[src/bpa_pkg.sv]
package bpa_pkg;

    localparam int PAGE_W  = 20;
    localparam int SIZE_W  = 11;
    localparam int COUNT_W = 7;
    localparam int CFG_IDX_W = 3;

    localparam logic [CFG_IDX_W-1:0] CFG_KV_BASE = 3'd0;
    localparam logic [CFG_IDX_W-1:0] CFG_UV_BASE = 3'd1;
    localparam logic [CFG_IDX_W-1:0] CFG_KP_BASE = 3'd2;
    localparam logic [CFG_IDX_W-1:0] CFG_UP_BASE = 3'd3;
    localparam logic [CFG_IDX_W-1:0] CFG_K_POOL  = 3'd4;
    localparam logic [CFG_IDX_W-1:0] CFG_U_POOL  = 3'd5;
    localparam logic [CFG_IDX_W-1:0] CFG_U_VIRT  = 3'd6;

    localparam logic [1:0] ST_OK       = 2'd0;
    localparam logic [1:0] ST_NO_RUN   = 2'd1;
    localparam logic [1:0] ST_EXHAUST  = 2'd2;
    localparam logic [1:0] ST_BAD_CNT  = 2'd3;

    // Commands from controller to datapath.
    typedef struct packed {
        logic load;       // capture request
        logic clr_step;   // clear-pass step
        logic vscan;      // examine virtual bit of last read
        logic vmark;      // mark virtual bit at mark index
        logic pmark;      // mark physical bit found
        logic rd;         // issue memory read at scan index
        logic emit;       // load output register
        logic [1:0] emit_status;
    } t_cmd;

    typedef struct packed {
        logic clr_done;
        logic bad_cnt;
        logic scan_end;   // index of registered read reached effective size
        logic run_found;
        logic bit_free;   // registered read data is zero
        logic mark_done;  // last run bit is being marked
        logic last_page;  // current page is the final one
    } t_sts;

endpackage

[src/bpa_ctrl.sv]
module bpa_ctrl (
    input  logic           i_clk,
    input  logic           i_rst_n,
    input  logic           i_in_valid,
    output logic           o_in_stall,
    input  logic           i_out_busy,
    output bpa_pkg::t_cmd  o_cmd,
    input  bpa_pkg::t_sts  i_sts
);
    import bpa_pkg::*;

    typedef enum logic [3:0] {
        S_CLEAR, S_IDLE, S_CHECK, S_VRD, S_VCHK, S_VMARK,
        S_PRD, S_PCHK, S_EMIT, S_EWAIT
    } t_state;

    t_state r_state, n_state;
    t_cmd   n_cmd;

    assign o_in_stall = (r_state != S_IDLE);

    always_comb begin
        n_state = r_state;
        n_cmd   = '0;
        unique case (r_state)
            S_CLEAR: begin
                n_cmd.clr_step = 1'b1;
                if (i_sts.clr_done) n_state = S_IDLE;
            end
            S_IDLE: begin
                if (i_in_valid) begin
                    n_cmd.load = 1'b1;
                    n_state = S_CHECK;
                end
            end
            S_CHECK: begin
                if (i_sts.bad_cnt) begin
                    n_cmd.emit = 1'b1;
                    n_cmd.emit_status = ST_BAD_CNT;
                    n_state = S_EWAIT;
                end else begin
                    n_cmd.rd = 1'b1;
                    n_state = S_VRD;
                end
            end
            S_VRD: begin
                if (i_sts.scan_end) begin
                    n_cmd.emit = 1'b1;
                    n_cmd.emit_status = ST_NO_RUN;
                    n_state = S_EWAIT;
                end else begin
                    n_state = S_VCHK;
                end
            end
            S_VCHK: begin
                n_cmd.vscan = 1'b1;
                if (i_sts.run_found) begin
                    n_state = S_VMARK;
                end else begin
                    n_cmd.rd = 1'b1;
                    n_state = S_VRD;
                end
            end
            S_VMARK: begin
                n_cmd.vmark = 1'b1;
                if (i_sts.mark_done) begin
                    n_cmd.rd = 1'b1;
                    n_state = S_PRD;
                end
            end
            S_PRD: begin
                if (i_sts.scan_end) begin
                    n_cmd.emit = 1'b1;
                    n_cmd.emit_status = ST_EXHAUST;
                    n_state = S_EWAIT;
                end else begin
                    n_state = S_PCHK;
                end
            end
            S_PCHK: begin
                if (i_sts.bit_free) begin
                    n_cmd.pmark = 1'b1;
                    n_cmd.emit = 1'b1;
                    n_cmd.emit_status = ST_OK;
                    n_state = S_EMIT;
                end else begin
                    n_cmd.rd = 1'b1;
                    n_state = S_PRD;
                end
            end
            S_EMIT: begin
                if (!i_out_busy) begin
                    if (i_sts.last_page) begin
                        n_state = S_IDLE;
                    end else begin
                        n_cmd.rd = 1'b1;
                        n_state = S_PRD;
                    end
                end
            end
            S_EWAIT: begin
                if (!i_out_busy) n_state = S_IDLE;
            end
            default: n_state = S_IDLE;
        endcase
    end

    always_ff @(posedge i_clk) begin
        if (!i_rst_n) begin
            r_state <= S_CLEAR;
        end else begin
            r_state <= n_state;
        end
    end

    assign o_cmd = n_cmd;

    a_no_accept_busy: assert property (@(posedge i_clk) disable iff (!i_rst_n)
        (r_state != S_IDLE) |-> o_in_stall)
        else $error("input taken while busy");
    a_clear_first: assert property (@(posedge i_clk)
        !i_rst_n |=> (r_state == S_CLEAR))
        else $error("reset did not start clear pass");
    a_emit_wait: assert property (@(posedge i_clk) disable iff (!i_rst_n)
        (r_state == S_EMIT && i_out_busy) |=> (r_state == S_EMIT))
        else $error("left emit while output occupied");
endmodule

[config.mk]
export PLATFORM = sky130hd
export DESIGN_NAME = bpa_ctrl
export DESIGN_NICKNAME = d
export VERILOG_FILES = /design/src/bpa_pkg.sv /design/src/bpa_ctrl.sv
export SDC_FILE = /design/constraint.sdc
export NUM_CORES = 1
export LEC_CHECK = 0
export ABC_AREA = 0
export BUFFER_PORTS_ARGS = -buffer_cell sky130_fd_sc_hd__buf_2
export CAP_MARGIN = 20
export CELL_PAD_IN_SITES_DETAIL_PLACEMENT = 1
export CELL_PAD_IN_SITES_GLOBAL_PLACEMENT = 1
export CORE_MARGIN = 5
export CORE_UTILIZATION = 28
export CTS_CLUSTER_SIZE = 14
export DETAILED_ROUTE_END_ITERATION = 6
export PLACE_DENSITY_LB_ADDON = 0.1
export REMOVE_ABC_BUFFERS = 1
export SYNTH_ARGS = -nofsm -noshare
export SYNTH_HDL_FRONTEND = slang
export SYNTH_SLANG_ARGS = --single-unit
[constraint.sdc]
create_clock -name i_clk -period 1.5 [get_ports i_clk]
set_clock_uncertainty 0.2 [all_clocks]
set_input_delay 0.15 -clock i_clk [delete_from_list [all_inputs] [get_ports i_clk]]
set_output_delay 0.15 -clock i_clk [all_outputs]
set_load 0.1 [all_outputs]
======== Word-level counts from Yosys, hierarchy flattened ========
Cells that the tools add are included.
word-level totals
  bits in registers ....................... 4
  output and inout port bits .............. 10
  memories kept ........................... 0
  bits of input ports ..................... 11
  word-level logic and storage cells ...... 49
  memory bits (read-only) ................. 0
  bits in latches ......................... 0
  RAM bits ................................ 0
operators by class
  mux-type cells .......................... 31
  divide/modulo/power cells ............... 0
  bitwise logic cells ..................... 0
  $mul .................................... 0
  equal/unequal tests ..................... 15
  reductions and logical operators ........ 2
  magnitude comparators ................... 0
  add/sub/neg operators ................... 0
  shift operators ......................... 0
operator list
  operator            number
  $pmux 4 s10         1
  $mux 4              9
  $mux 3              6
  $eq 4x3->1 const B  4
  $mux 1              13
  $pmux 3 s4          1
  $ne 2x2->1 const B  5
  $eq 4x2->1 const B  2
  $eq 4x4->1 const B  2
  $pmux 1 s5          1
  $reduce_and 5->1    1
  $eq 4x1->1 const B  1
  $logic_not 4->1     1
  $ne 4x1->1 const B  1

======== Depth between registers and ports, before layout ========
Gate-level depths: netlist (run 1).
  word-level depth ........................ 3
  mapped depth ............................ 6

======== Worst setup path after synthesis (run 1) ========
No wires, ideal clock.
  kind .................................... reg-to-output
  start point ............................. register r_state[1]
  end point ............................... output o_cmd[6] (netlist bit)
  slack ................................... -2.639 ns
  cell stages (with the launch flop) ...... 4
  arrival ................................. 3.789 ns
  path buffers ............................ 2
  path through ............................ dfxtp_1 > buf_6 > clkbuf_1 > nor4b_1
RTL lines
  element                 RTL line         text
  start, declared         bpa_ctrl.sv:17   t_state r_state, n_state;
  start signal, assigned  bpa_ctrl.sv:112  r_state <= n_state;
  end, declared           bpa_ctrl.sv:7    output bpa_pkg::t_cmd o_cmd,

==> run metrics, run 1 <==
status=complete, but fails checks; failing checks=setup timing; Max Slew Vio Count=0; period utilization=134%; Final Hold Fails=0; M1 WL=1140 um; antenna cells=0; metal2 WL=1460 um; Avg WL per Cell=20.0 um; critical path data arrival time=1650 ps; CP max FO=2; measured slew at the worst slew-check pin=352 ps; Worst EP required=1150 ps; register area share after synthesis=15.3%; DRC=0; Largest Register=r_state; antenna violations before repair=0; Clock Latency Late Sink=250 ps; Finished Cell Area=1220 um2; Min Hold Slack=120 ps; die width=53.2 um; Largest register FFs=4; DR vias/cell=5.49; Die ar.=2830 um2; CTS Buffer Depth=2; GRT Util Overall=19.8%; Lkg Pwr=0.000488 uW; routed wire length=2820 um; # rows=15; Slew HR=76.2%; layout cells sized above 1=69.0%; pwr dens=667 nW/um2; # IOs=21; Detail Route Antenna Nets=0; largest net degree at the start of global routing=12; hold path startpoint=i_in_valid; max layer used=met4; clock transition at the registers of the reported paths=40 ps; DRT Pass-1 Iters=6; worst reg2reg startpoint=r_state[1]; Synth Cell Area=523 um2; Unique masters post-synth=34; Die Y-Extent=53.2 um; CTS Buf Count=3; CP max stage delay=550 ps; initial core utilization=30.0%; critical path class=reg -> out; clk root buf=clkbuf_4; TritonCTS clock tree=done; Critical Path Sink Type=output port; #FFs+latches synth=4; Setup TNS Final=-4080 ps; CTS H-tree lvls=1; Fmax=499 MHz; post-DP HPWL=1480 um; Placed Area=895 um2; port buffer count=20; first-pass GRT wire length=3960 um; Final WS setup=-503 ps; CP max stage cell=or4b_4; Critical Path Start=r_state[1]; Largest regs=r_state: 4 flops; Via Count=774; metal3 WL=149 um; Finished Layout Cells=141; DP Cell Count=129; Mapped Cells=71; Final Util=69.9%; grt total ovfl=0; VDD IR max=0.000601 V; warning count from the yosys run=0; RSZ-0062 raised after global routing=true; Core Area=1750 um2; count of clock tree sinks=4; number of global-route vias before repair=815; Max Cap Viol=0; Avg Cell Area, Syn=7.37 um2; worst min path class=in -> reg; Critical Path Source Type=flip-flop; gp weighted congestion=0.789; final setup fails=14; DR iter-0 viols=25; min cycle time layout=2000 ps; P&R area growth vs syn=133%; final net count=129; critical-path cell list=or4b_4 -> o32ai_4 -> buf_6 -> buf_12
[critical path, delay by kind of cell, from the launching register on]
family	cells	cell delay [ps]
compound gates	1	230
flops	1	320
simple gates	1	550
buf+inv	2	300
[routing by layer]
| metal | up-vias | GRT usage [%] |
|---|---|---|
| met5 | - | 0 |
| met4 | 0 | 5.11 |
| met3 | 9 | 3.38 |
| met2 | 36 | 36.5 |
| met1 | 368 | 22.9 |
| li1 | 361 | - |
[cell families after synthesis]
kind of cell | after synthesis | synth area share (%)
flops | 4 | 15.3
simple gates | 33 | 37.6
compound gates | 19 | 25.1
mux | 6 | 12.0
buf+inv | 9 | 10.0
[cell usage in the layout (no fill, tap or decap), drive strengths merged]
cell / netlist / layout
a211oi: 1 / 1
a21boi: 1 / 1
a21o: 2 / 2
a21oi: 5 / 5
a32oi: 1 / 1
and3: 1 / 1
buf: 6 / 48
clkbuf: 1 / 3
dfxtp: 4 / 4
dlygate4sd3: 0 / 1
inv: 2 / 2
mux2: 2 / 2
mux2i: 4 / 4
nand2: 6 / 6
nand2b: 1 / 1
nand3: 2 / 2
nand3b: 1 / 1
nand4bb: 1 / 1
nor2: 5 / 5
nor2b: 3 / 3
nor3: 5 / 5
nor3b: 1 / 1
nor4: 2 / 2
nor4b: 3 / 3
nor4bb: 1 / 1
o2111ai: 1 / 1
o21a: 2 / 2
o21ai: 2 / 2
o22a: 1 / 1
o22ai: 2 / 2
o32ai: 1 / 1
or4b: 1 / 1
[synth_stat cells (all sizes together)]
cell	count	share of area (%)
o22ai	2	2.4
buf	6	7.9
nor3	5	4.8
nor2	5	3.6
a211oi	1	1.4
or4b	1	2.6
nand2	6	4.3
o22a	1	1.7
a21oi	5	4.8
nand3b	1	1.4
nand3	2	1.9
nor2b	3	3.6
a21o	2	2.9
dfxtp	4	15
and3	1	1.2
mux2i	4	7.7
nand2b	1	1.2
o2111ai	1	1.7
nand4bb	1	2.2
a32oi	1	1.7
nor4b	3	5.0
clkbuf	1	0.72
nor3b	1	1.4
nor4	2	2.4
o21a	2	2.9
a21boi	1	1.4
nor4bb	1	1.9
inv	2	1.4
o32ai	1	1.7
mux2	2	4.3
o21ai	2	2.6
[final timing paths]
| path | endpoint | slack, ps | cells past startpoint |
|---|---|---|---|
| min | r_state[0] | 120 | 4 |
| max reg2reg | r_state[2] | -390 | 6 |
| min reg2reg | r_state[0] | 510 | 3 |
| max | o_cmd[3] | -500 | 4 |
[metrics by stage]
| stage | total power (uW) | setup slack (ps) |
|---|---|---|
| 2_1_floorplan | 358 | -2600 |
| 3_3_place_gp | 513 | -296 |
| 3_5_place_dp | 518 | -306 |
| 4_1_cts | 761 | -463 |
| 5_1_grt | 849 | -546 |
| 6_report | 814 | -503 |
[layout make-up]
| class | instances | area, um2 |
|---|---|---|
| multi-input cells | 58 | 557 |
| fillers | 189 | 526 |
| well taps | 25 | 31.3 |
| repair buffers | 49 | 515 |
| clock buffers | 3 | 22.5 |
| flip-flops and latches | 4 | 86.3 |
| inverters | 2 | 7.51 |
[power by group]
group	switching (uW)	internal (uW)	leakage, uW
Clock	54.2	90.2	0.0000138
Sequential	9.20	117	0.0000341
Combinational	311	232	0.000441
Total	375	439	0.000488
[timing repair]
action | CTS | global route
buffers inserted | 5 | 4
resized for setup | 41 | 13
pin swaps | 7 | 7
hold endpoints to repair | 2 | 0
hold buffers | 1 | 0
setup endpoints to repair | 14 | 14
Power figures use the tool's default switching activity.
==> run 2, diff against run 1 <==
Settings changed: CORE_MARGIN 5 to 1.5, CORE_UTILIZATION 28 to 30, CTS_BUF_LIST set to sky130_fd_sc_hd__clkbuf_8.
==> run metrics, run 2 <==
antenna violations before repair=0; initial core utilization=33.2% (+3.2 points); area leader, netlist=dfxtp_1; # rows=14 (-1); Synth Cell Area=523 um2 (unchanged); WEP type=primary output; CTS H-tree lvls=1 (unchanged); First Err=[ERROR DPL-0033] detailed placement checks failed during check placement.; warning count from the yosys run=0 (unchanged); Avg Cell Area, Syn=7.37 um2 (unchanged); ys async rst share=0% (unchanged); Stop stage=global routing (5_1_grt); main flop type after synthesis=dfxtp_1; register area share after synthesis=15.3% (unchanged); clk root buf=clkbuf_8; post-DP HPWL=1480 um (-0.47%); Post-synth EDFFs=0 (unchanged); Worst EP post-GRT repair=o_cmd[3]; die width=44.8 um (-16%); post-synth top area share=15.3% (unchanged); #FFs+latches synth=4 (unchanged); count of clock tree sinks=4 (unchanged); gp weighted congestion=0.799 (+1.2%); top-count cell post-synth=nand2_1; port buffer count=20 (unchanged); Die Y-Extent=44.8 um (-16%); Synth top cells by count=nand2_1, a21oi_1, nor2_1, nor3_1; Unique masters post-synth=34 (unchanged); CTS Buffer Depth=2 (unchanged); hold_buf cts=0 (-1); largest net degree at the start of global routing=12; # IOs=21 (unchanged); status=did not finish; most area-consuming cells after synthesis=dfxtp_1, mux2i_1, nor4b_1; Mapped Cells=71 (unchanged); CTS Buf Count=3 (unchanged)
## run 2: cell counts after synthesis
Identical to the previous run, type by type.
## run 2: cell families after synthesis
family                 after synthesis  share of synthesized area, %
multiplexers                         6                          12.0
buffers and inverters                9                          10.0
AO/OA/AOI/OAI                       19                          25.1
flip-flops                           4                          15.3
AND/OR/NAND/NOR                     33                          37.6
## run 2: what timing repair did
action,in CTS
pin swaps,8
setup endpoints to repair,14
gates resized for setup,33
endpoints found under the hold margin,0
setup buffers,7
## run 2: stage by stage
step           setup slack, ps  hold slack (ps)  setup TNS (ps)  cell area [um2]  cells
2_1_floorplan            -2600             67.5          -19450              478     64
3_3_place_gp              -261              230           -1280              883    120
3_5_place_dp              -291              241           -1670              883    120
4_1_cts                   -450             10.6           -2740             1110    130
==> run 3, diff against run 2 <==
Settings changed: CELL_PAD_IN_SITES_DETAIL_PLACEMENT 1 to not set, CELL_PAD_IN_SITES_GLOBAL_PLACEMENT 1 to not set, CORE_AREA set to 2 2 63 65, CORE_MARGIN 1.5 to not set, CORE_UTILIZATION 30 to not set, CTS_BUF_LIST sky130_fd_sc_hd__clkbuf_8 to not set, CTS_CLUSTER_SIZE 14 to not set, DIE_AREA set to 0 0 65 67, PLACE_DENSITY_LB_ADDON 0.1 to 0.15.
Clock period 1.5 ns to 2 ns, I/O delays scaled along.
==> run metrics, run 3 (synthesis results as in run 1) <==
clock transition at the registers of the reported paths=30 ps; critical path class=reg -> out; worst min path class=in -> reg; Die ar.=4360 um2; Finished Cell Area=930 um2; clk root buf=clkbuf_8; reg-to-reg endpoint=r_state[1]; worst reg2reg startpoint=r_state[0]; P&R area growth vs syn=77.8%; # IOs=21 (unchanged); min cycle time layout=2050 ps; Max Slew Vio Count=0; Critical Path Source Type=flip-flop; Placed Area=861 um2 (-2.5%); TritonCTS clock tree=done; failing checks=setup timing; count of clock tree sinks=4 (unchanged); routed wire length=1680 um; multi-input logic area=405 um2; measured slew at the worst slew-check pin=486 ps; Slew HR=67.8%; gp weighted congestion=0.745 (-6.7%); # fillers=401; Die Y-Extent=67 um (+50%); Finished Layout Cells=146; die width=65 um (+45%); Hold Path Cell Cnt=2; Largest regs=r_state: 4 flops; Worst EP required=1600 ps; Largest Register=r_state; commonest non-fill, non-tap cells in the layout=buf_2, buf_12, buf_4, nand2_1, a21oi_1; layout cells sized above 1=43.9%; post-DP HPWL=1350 um (-8.4%); critical path data arrival time=1650 ps; CTS Buffer Depth=2 (unchanged); Clock Latency Late Sink=220 ps; final net count=111; CP max FO=8; VDD IR max=0.000190 V; final setup fails=1; status=complete, but fails checks; hold_buf cts=0 (unchanged); CTS Buf Count=3 (unchanged); largest net degree at the start of global routing=19; # rows=22 (+8); Via Count=628; Core Area=3610 um2; number of global-route vias before repair=602; R2R cell count=6; Worst Hold End=r_state[3]; Lkg Pwr=0.000358 uW; DRT Pass-1 Iters=4; hold path startpoint=i_rst_n; grt total ovfl=0; first-pass GRT wire length=2710 um; DP Cell Count=142 (+18%); CTS H-tree lvls=1 (unchanged); Final WS setup=-45.2 ps; antenna cells=0; Final Util=25.8%; antenna violations before repair=0; period utilization=102%; Max Cap Viol=0; Avg WL per Cell=11.5 um; DRC=0; Min Hold Slack=73.9 ps; GRT Util Overall=7.97%; RSZ-0062 raised after global routing=true; commonest non-fill, non-tap cell in the layout=buf_2; initial core utilization=14.5% (-19 points); Fmax=489 MHz; pwr dens=585 nW/um2; port buffer count=20 (unchanged); Critical Path Sink Type=output port; R2R Setup Slk=320 ps; storage element area=85.1 um2; DR vias/cell=4.30; Detail Route Antenna Nets=0; DR iter-0 viols=50; Final Hold Fails=0; Largest register FFs=4
==> run 3: timing repair <==
| item | 4_1_cts | 5_1_grt |
|---|---|---|
| gates resized for setup | 3 | 3 |
| setup endpoints to repair | 3 | 2 |
| setup buffers | 1 | 0 |
| pin swaps | 1 | 0 |
==> run 3: how the worst max path moves through the flow <==
stage               endpoint  depth (start not counted)  startpoint
floorplan           o_cmd[6]                          1  r_state[2]
global placement    o_cmd[3]                          4  r_state[0]
detailed placement  o_cmd[3]                          4  r_state[2]
CTS                 o_cmd[3]                          4  r_state[2]
global route        o_cmd[3]                          4  r_state[2]
finish              o_cmd[3]                          4  r_state[2]
==> run 3: report_power, final <==
| part | switching [uW] | internal, uW | leakage [uW] |
|---|---|---|---|
| combinational | 175 | 103 | 0.000303 |
| clock | 40.8 | 128 | 0.0000216 |
| sequential | 10.9 | 85.6 | 0.0000336 |
| total | 227 | 317 | 0.000358 |
==> run 3: through the flow <==
stage,total power (uW),setup TNS (ps),setup slack (ps)
2_1_floorplan,269,-13990,-2150
3_3_place_gp,376,0,105
3_5_place_dp,375,0,105
4_1_cts,545,-47.4,-47.4
5_1_grt,571,-90.7,-90.7
6_report,544,-45.2,-45.2
==> run 3: area by class of cell <==
cell class                      count  area share, %
Tap cell                           48           6.46
Sequential cell                     4           9.15
Clock buffer                        3           4.44
Inverter                            2          0.808
Multi-Input combinational cell     58           43.6
Timing Repair Buffer               31           35.5
==> run 3: worst max-delay path, stage by stage, from the launching register on <==
cell     delay, ps
dfxtp_4        360
or4b_4         550
o32ai_2        210
buf_4          150
buf_12         160
==> run 3: per-layer routing <==
metal	track usage [%]	up-vias	wire, um
li1	-	321	-
met1	10.0	294	709
met2	12.8	13	861
met3	3.21	0	105
met4	1.60	0	0
met5	0	-	0
